File: config.mk
export PLATFORM = sky130hd
export DESIGN_NAME = lru_recency_tracker_flat
export DESIGN_NICKNAME = d
export VERILOG_FILES = /design/src/lrt_pkg.sv /design/src/lrt_if.sv /design/src/lru_recency_tracker.sv /design/src/flat_wrapper.sv
export VERILOG_INCLUDE_DIRS = /design/src /design/src/src
export SDC_FILE = /design/constraint.sdc
export NUM_CORES = 1
export LEC_CHECK = 0
export BUFFER_PORTS_ARGS = -buffer_cell sky130_fd_sc_hd__clkbuf_2
export CORE_ASPECT_RATIO = 1.1
export CORE_UTILIZATION = 35
export DETAILED_ROUTE_END_ITERATION = 8
export PLACE_DENSITY = 0.6
export SYNTH_ARGS = -nofsm -noshare
export SYNTH_HDL_FRONTEND = slang
export SYNTH_SLANG_ARGS = --single-unit
File: constraint.sdc
create_clock -name clk -period 7.1 [get_ports clk]
set_input_delay 1.42 -clock clk [delete_from_list [all_inputs] [get_ports clk]]
set_output_delay 1.42 -clock clk [all_outputs]
set_load 0.01 [all_outputs]
File: src/lru_recency_tracker_defines.svh
// assertion macros for the lru recency tracker
// used by the top level, which supplies clk and rst_n in scope
`ifndef LRU_RECENCY_TRACKER_DEFINES_SVH
`define LRU_RECENCY_TRACKER_DEFINES_SVH

// same-cycle implication, checked outside reset
`define LRT_ASSERT_NOW(label, ante, cons, msg) \
    label: assert property (@(posedge clk) disable iff (!rst_n) (ante) |-> (cons)) \
        else $error(msg);

// next-cycle implication, checked outside reset
`define LRT_ASSERT_NEXT(label, ante, cons, msg) \
    label: assert property (@(posedge clk) disable iff (!rst_n) (ante) |=> (cons)) \
        else $error(msg);

`endif

File: src/lrt_pkg.sv
// shared types and constants of the lru recency tracker
// no dependencies; used by the interfaces and the top level
package lrt_pkg;

    // tracker size and slot numbering
    localparam int ENTRIES    = 16;
    localparam int SLOT_COUNT = 16;
    localparam int SLOT_W     = 4;
    localparam int CMD_W      = 2;
    localparam int STATUS_W   = 3;
    localparam int COUNT_W    = 5;
    localparam int CAPACITY   = (ENTRIES < SLOT_COUNT) ? ENTRIES : SLOT_COUNT;

    // command codes
    typedef enum logic [CMD_W-1:0] {
        CMD_INSERT = 2'd0,
        CMD_TOUCH  = 2'd1,
        CMD_EVICT  = 2'd2
    } cmd_t;

    // result status codes
    typedef enum logic [STATUS_W-1:0] {
        ST_OK          = 3'd0,
        ST_NOT_PRESENT = 3'd1,
        ST_ALREADY     = 3'd2,
        ST_FULL        = 3'd3,
        ST_EMPTY       = 3'd4
    } status_t;

endpackage

File: src/lrt_if.sv
// valid/ready channel interfaces for the lru recency tracker
// depends on lrt_pkg for field widths

// command channel: one word per command
interface lrt_req_if import lrt_pkg::*; ();
    logic              valid;
    logic              ready;
    logic [CMD_W-1:0]  cmd;
    logic [SLOT_W-1:0] slot;

    modport source (output valid, output cmd, output slot, input ready);
    modport sink   (input valid, input cmd, input slot, output ready);
endinterface

// result channel: one word per command
interface lrt_rsp_if import lrt_pkg::*; ();
    logic                valid;
    logic                ready;
    logic [SLOT_W-1:0]   evicted_slot;
    logic [STATUS_W-1:0] status;
    logic [COUNT_W-1:0]  occupancy;

    modport source (output valid, output evicted_slot, output status, output occupancy,
                    input ready);
    modport sink   (input valid, input evicted_slot, input status, input occupancy,
                    output ready);
endinterface

File: src/lru_recency_tracker.sv
// Least-recently-used recency tracker over sixteen cache slots.
// Channels: req carries a command word (cmd, slot); rsp returns one result
// word per command (evicted_slot, status, occupancy).
// Commands: insert adds an untracked slot as most recent, touch moves a
// tracked slot to most recent, evict removes the least recent slot and
// reports it. Status says ok, not present, already present, full or empty.
// The result word is registered and appears in the cycle after its command is taken.
// Throughput: one command per cycle unless rsp stalls; the rank update is a
// parallel compare and increment across the sixteen per-slot rank registers.
// The result register parts the two sides: a new command is taken while the
// result is being taken in the same cycle, so req.ready follows rsp.ready
// when a result is waiting and is high otherwise.
// When the receiver stalls, the result word holds and no command is taken.
// Reset clears all present flags, ranks and the slot count; no clearing
// pass is needed, and the block takes commands straight after reset.
// depends on lrt_pkg, lrt_if.sv and lru_recency_tracker_defines.svh
`include "lru_recency_tracker_defines.svh"

module lru_recency_tracker import lrt_pkg::*;
(
    input  logic      clk,
    input  logic      rst_n,
    lrt_req_if.sink   req,
    lrt_rsp_if.source rsp
);

    // recency state
    logic [SLOT_W-1:0]   rank_reg    [SLOT_COUNT];
    logic [SLOT_W-1:0]   rank_next   [SLOT_COUNT];
    logic [SLOT_COUNT-1:0] present_reg;
    logic [SLOT_COUNT-1:0] present_next;
    logic [COUNT_W-1:0]  count_reg;
    logic [COUNT_W-1:0]  count_next;

    // result register
    logic                rsp_valid_reg;
    logic                rsp_valid_next;
    logic [SLOT_W-1:0]   evicted_reg;
    logic [SLOT_W-1:0]   evicted_next;
    logic [STATUS_W-1:0] status_reg;
    logic [STATUS_W-1:0] status_next;

    // working signals
    logic                accept;
    logic [SLOT_W-1:0]   touch_rank;
    logic [SLOT_W-1:0]   last_rank;
    logic [SLOT_W-1:0]   victim;
    logic                victim_found;

    // handshake
    assign req.ready = !rsp_valid_reg || rsp.ready;
    assign accept    = req.valid && req.ready;

    // rank of the requested slot and of the least recent slot; a full tracker wraps to the top rank
    assign touch_rank = rank_reg[req.slot];
    assign last_rank  = count_reg[SLOT_W-1:0] - SLOT_W'(1);

    // least recent slot search, lowest slot number wins
    always_comb
    begin
        victim       = '0;
        victim_found = 1'b0;
        for (int i = SLOT_COUNT - 1; i >= 0; i--)
        begin
            if (present_reg[i] && (rank_reg[i] == last_rank))
            begin
                victim       = SLOT_W'(i);
                victim_found = 1'b1;
            end
        end
    end

    // command decode and state update
    always_comb
    begin
        rank_next    = rank_reg;
        present_next = present_reg;
        count_next   = count_reg;
        evicted_next = '0;
        status_next  = ST_OK;

        unique case (req.cmd)
            CMD_INSERT:
            begin
                if (present_reg[req.slot])
                begin
                    status_next = ST_ALREADY;
                end
                else if (count_reg >= COUNT_W'(CAPACITY))
                begin
                    status_next = ST_FULL;
                end
                else
                begin
                    for (int i = 0; i < SLOT_COUNT; i++)
                    begin
                        if (present_reg[i])
                        begin
                            rank_next[i] = rank_reg[i] + SLOT_W'(1);
                        end
                    end
                    rank_next[req.slot]    = '0;
                    present_next[req.slot] = 1'b1;
                    count_next             = count_reg + COUNT_W'(1);
                end
            end
            CMD_TOUCH:
            begin
                if (!present_reg[req.slot])
                begin
                    status_next = ST_NOT_PRESENT;
                end
                else
                begin
                    for (int i = 0; i < SLOT_COUNT; i++)
                    begin
                        if (present_reg[i] && (rank_reg[i] < touch_rank))
                        begin
                            rank_next[i] = rank_reg[i] + SLOT_W'(1);
                        end
                    end
                    rank_next[req.slot] = '0;
                end
            end
            CMD_EVICT:
            begin
                if (count_reg == '0)
                begin
                    status_next = ST_EMPTY;
                end
                else
                begin
                    if (victim_found)
                    begin
                        evicted_next          = victim;
                        present_next[victim]  = 1'b0;
                        rank_next[victim]     = '0;
                    end
                    count_next = count_reg - COUNT_W'(1);
                end
            end
            default:
            begin
                // unused code leaves the state alone
                status_next = ST_OK;
            end
        endcase
    end

    // result valid tracking
    always_comb
    begin
        if (accept)
        begin
            rsp_valid_next = 1'b1;
        end
        else if (rsp.ready)
        begin
            rsp_valid_next = 1'b0;
        end
        else
        begin
            rsp_valid_next = rsp_valid_reg;
        end
    end

    // control and recency state registers
    always_ff @(posedge clk or negedge rst_n)
    begin
        if (!rst_n)
        begin
            for (int i = 0; i < SLOT_COUNT; i++)
            begin
                rank_reg[i] <= '0;
            end
            present_reg   <= '0;
            count_reg     <= '0;
            rsp_valid_reg <= 1'b0;
        end
        else
        begin
            rsp_valid_reg <= rsp_valid_next;
            if (accept)
            begin
                rank_reg    <= rank_next;
                present_reg <= present_next;
                count_reg   <= count_next;
            end
        end
    end

    // result payload register
    always_ff @(posedge clk)
    begin
        if (accept)
        begin
            evicted_reg <= evicted_next;
            status_reg  <= status_next;
        end
    end

    // result word
    assign rsp.valid        = rsp_valid_reg;
    assign rsp.evicted_slot = evicted_reg;
    assign rsp.status       = status_reg;
    assign rsp.occupancy    = count_reg;

    // checks
    `LRT_ASSERT_NOW(a_count_matches_flags, 1'b1, $countones(present_reg) == count_reg,
        "slot count differs from number of present flags")
    `LRT_ASSERT_NOW(a_occupancy_in_range, rsp_valid_reg, count_reg <= COUNT_W'(CAPACITY),
        "occupancy above capacity")
    `LRT_ASSERT_NEXT(a_accept_gives_result, accept, rsp_valid_reg,
        "accepted command produced no result word")

endmodule
File: src/flat_wrapper.sv
// flat-port wrapper written by rule: the top's interface ports become plain ports
module lru_recency_tracker_flat import lrt_pkg::*;
  (clk, rst_n, req_valid, req_cmd, req_slot, req_ready, rsp_valid, rsp_evicted_slot, rsp_status, rsp_occupancy, rsp_ready);
  lrt_req_if req_i ();
  lrt_rsp_if rsp_i ();
  input  logic clk;
  input  logic rst_n;
  input wire logic [$bits(req_i.valid)-1:0] req_valid;
  input wire logic [$bits(req_i.cmd)-1:0] req_cmd;
  input wire logic [$bits(req_i.slot)-1:0] req_slot;
  output wire logic [$bits(req_i.ready)-1:0] req_ready;
  output wire logic [$bits(rsp_i.valid)-1:0] rsp_valid;
  output wire logic [$bits(rsp_i.evicted_slot)-1:0] rsp_evicted_slot;
  output wire logic [$bits(rsp_i.status)-1:0] rsp_status;
  output wire logic [$bits(rsp_i.occupancy)-1:0] rsp_occupancy;
  input wire logic [$bits(rsp_i.ready)-1:0] rsp_ready;
  assign req_i.valid = req_valid;
  assign req_i.cmd = req_cmd;
  assign req_i.slot = req_slot;
  assign req_ready = req_i.ready;
  assign rsp_valid = rsp_i.valid;
  assign rsp_evicted_slot = rsp_i.evicted_slot;
  assign rsp_status = rsp_i.status;
  assign rsp_occupancy = rsp_i.occupancy;
  assign rsp_i.ready = rsp_ready;
  lru_recency_tracker u_core (.clk(clk), .rst_n(rst_n), .req(req_i), .rsp(rsp_i));
endmodule
==> impl_metrics.py <==
metrics = {
    "status": {
        "status": "finished clean",
    },
    "pwr": {
        "switching_power_mw": 1.20,
        "p_per_area_nw_per_um2": 303,
        "clkPwrFrac": 0.192,
        "p_leak_nw": 4.08,
        "power.internal_mw": 1.55,
        "seq_power_share": 0.290,
        "vdd_drop_max_uv": 365,
        "power.share.switching": 0.436,
        "p_comb_frac": 0.518,
    },
    "placement": {
        "io_buffers": 23,
        "gp_congestion": 0.942,
        "pre_cts_slack_ns": 1.61,
        "hpwl_mm": 19.4,
    },
    "yosys": {
        "syn_nets": 945,
        "synth_top_cell_area_share": 0.256,
        "synth_flop_cell": "dfrtp_1",
        "synth_area_per_cell_um2": 9.72,
        "async_reset_ff_frac": 0.925,
        "ys_types": 74,
        "ys_seq_elements": 93,
        "syn_area_um2": 8410,
        "synth_area_leaders": "dfrtp_1 26%, ha_1 10%, xnor3_1 7.8%",
        "synth_top_cell_by_area": "dfrtp_1",
        "netlist_instances": 865,
        "ys_seq_area_frac": 0.281,
        "yosys_warnings": 0,
        "synth_edf_count": 7,
    },
    "worst_setup_path": {
        "slowest_delay_ns": 0.59,
        "rrSetupSlack_ns": 2.17,
        "cp.arrival_ns": 5.41,
        "worstPathCellList": "clkbuf_2 -> mux4_2 -> mux4_2 -> inv_1 -> ha_1 -> a21o_1 -> a21oi_1 -> o21ai_0 -> a21boi_0 -> nand4_1 -> or3_1 -> o21ai_0",
        "crit_family": "multiplexers",
        "path_class": "in -> reg",
        "worstPathRequired_ns": 7.38,
        "r2r_start": "u_core.rsp.occupancy[0]",
        "crit_start": "req_slot[0]",
        "end_kind": "flop",
        "path_buf_inv": 2,
        "critPathMaxFanout": 21,
        "startpoint_type": "primary input",
        "reg2reg_depth": 12,
        "slowest_stage": "mux4_2",
        "reg2reg_to": "u_core.rank_reg[60]",
    },
    "sta": {
        "tightest_slew_ns": 1.13,
        "fmax_mhz": 195,
        "rsz0062_at_grt": "false",
        "skew_ns": 0.0162,
        "relSlewSlack": 0.249,
        "fin_crit_ns": 5.13,
        "finalSetupTns_ns": 0,
        "setup_ws_ns": 1.97,
        "finalSetupViolations": 0,
        "hold_viol_final": 0,
        "period_share": 0.722,
        "maxSlewViolCount": 0,
    },
    "clocking": {
        "htreeDepth": 3,
        "cts_hold_buf": 0,
        "numCtsBuffers": 9,
        "cts.sinks": 93,
        "cts_setup_buffers": 0,
        "clk_pin_slew_worst_paths_ns": 0.08,
        "clockBufferDepth": 2,
        "cts_resized": 0,
        "clk_latency_ns": 0.37,
        "cts-root-buf": "clkbuf_16",
        "cts_tree": "yes",
    },
    "floorplanning": {
        "core_area_um2": 23600,
        "row_count": 59,
        "die-area_um2": 24600,
        "io_pins": 24,
        "die_y_um": 165,
        "initial_core_util": 0.356,
        "dieWidth_um": 150,
    },
    "detailed_routing": {
        "wl_met2_mm": 12.1,
        "viasPerCell": 6.13,
        "wl_per_cell_um": 22.2,
        "dr.pass1.iters": 5,
        "vias": 7234,
        "wl_met1_mm": 11.2,
        "wirelength_mm": 26.2,
        "drt_iter0_drc": 774,
        "drc": 0,
        "ant_nets": 0,
        "highest_layer": "met4",
        "route.met3.wl_mm": 1.68,
    },
    "global_routing": {
        "overflow": 0,
        "antenna_found_initial": 0,
        "grt_usage": 0.224,
        "grt_start_max_net_pins": 52,
        "grt_pass1_vias": 6868,
        "grt_pass1_wl_mm": 40.8,
    },
    "worst_hold_path": {
        "hold_depth": 2,
        "hold_start": "u_core.rsp.valid",
        "hold-path-endpoint": "u_core.rsp.valid",
        "hold_path.class": "reg -> reg",
    },
    "final_layout": {
        "fin_nets": 950,
        "drive_above_1_share": 0.112,
        "syn_to_final_growth_pct": 8.11,
        "diodes": 0,
        "largest_reg_flops": 64,
    },
    "job": {
        "cap_violations": 0,
    },
}
==> area by class of cell <==
type / instances / area [um2]
Timing Repair Buffer: 29 / 163
Clock buffer: 9 / 225
Tap cell: 305 / 382
Inverter: 28 / 105
Fill cell: 2368 / 14500
Clock inverter: 7 / 92.6
Multi-Input combinational cell: 709 / 5760
Sequential cell: 93 / 2360
==> routing by layer <==
layer	up-vias	global-route usage
met2	315	0.358
met3	76	0.0271
li1	3296	-
met5	-	0
met4	0	0.118
met1	3547	0.295
==> how the worst max path moves through the flow <==
stage / to / slack (ns) / depth (start not counted)
2_1_floorplan: u_core.rank_reg[4] / 1.94 / 13
3_3_place_gp: u_core.rank_reg[47] / 1.71 / 12
3_5_place_dp: u_core.rank_reg[47] / 1.61 / 12
4_1_cts: u_core.rank_reg[47] / 1.98 / 12
5_1_grt: u_core.rank_reg[47] / 1.71 / 12
6_report: u_core.rank_reg[47] / 1.97 / 12
==> power by group through the flow <==
| stage | clock network [mW] | registers [mW] | logic, mW |
|---|---|---|---|
| 2_1_floorplan | 0 | 0.714 | 1.15 |
| 3_3_place_gp | 0 | 0.801 | 1.39 |
| 5_1_grt | 0.558 | 0.807 | 1.55 |
| 3_5_place_dp | 0 | 0.803 | 1.41 |
| 4_1_cts | 0.539 | 0.791 | 1.42 |
| 6_report | 0.528 | 0.797 | 1.43 |
==> layout by cell type (no fill, tap or decap), types with 14 or more instances in the layout <==
master / n
xor2_1: 36
nor2_1: 37
ha_1: 69
xnor3_1: 29
inv_1: 27
nand3_1: 26
a31oi_1: 19
and3_1: 15
nand2b_1: 15
nand2_1: 73
and2_1: 14
mux4_2: 20
clkbuf_2: 22
dfrtp_1: 86
a21o_1: 20
a21oi_1: 78
o21ai_0: 51
==> cells by family (layout without fill, tap and decap cells) <==
| kind of cell | Yosys count | in the layout | share of synthesized area |
|---|---|---|---|
| AOI/OAI and AO/OA | 282 | 282 | 0.226 |
| xor gates and xnor gates | 70 | 70 | 0.121 |
| adders and majority gates | 70 | 70 | 0.105 |
| buffers and inverters | 63 | 73 | 0.0339 |
| DFF | 93 | 93 | 0.281 |
| muxes | 39 | 39 | 0.0773 |
| and+or+nand+nor | 248 | 248 | 0.156 |
==> synth_stat cells (all sizes together) (13+ instances only) <==
master   n
mux4    20
buf     22
xor2    36
nand3   27
and2    14
nand2   73
nor2    37
a21oi   78
clkbuf  13
o21ai   57
dfrtp   86
nand2b  15
a21o    20
and3    15
ha      69
a31oi   19
xnor3   29
inv     28
==> worst reg2reg max path: stages, from the launching register on <==
cell	delay, ns
dfrtp_1	0.33
buf_4	0.38
inv_1	0.17
ha_1	1.07
xnor2_1	0.16
nor2_1	0.14
nand4_1	0.41
and3_1	0.42
a41oi_4	0.63
inv_2	0.17
o31ai_2	0.52
nand2_1	0.12
mux2_2	0.28
==> per-stage QoR <==
step | area, um2 | power (mW) | cells | util | hold slack [ns]
floorplan | 8410 | 1.86 | 865 | - | 0.494
global placement | 8770 | 2.19 | 1164 | 0.371 | 0.517
detailed placement | 8770 | 2.21 | 1164 | 0.371 | 0.532
CTS | 9090 | 2.75 | 1180 | 0.385 | 0.553
global route | 9090 | 2.91 | 1180 | 0.385 | 0.611
finish | 9090 | 2.75 | 1180 | 0.385 | 0.549
Power figures use the tool's default switching activity.
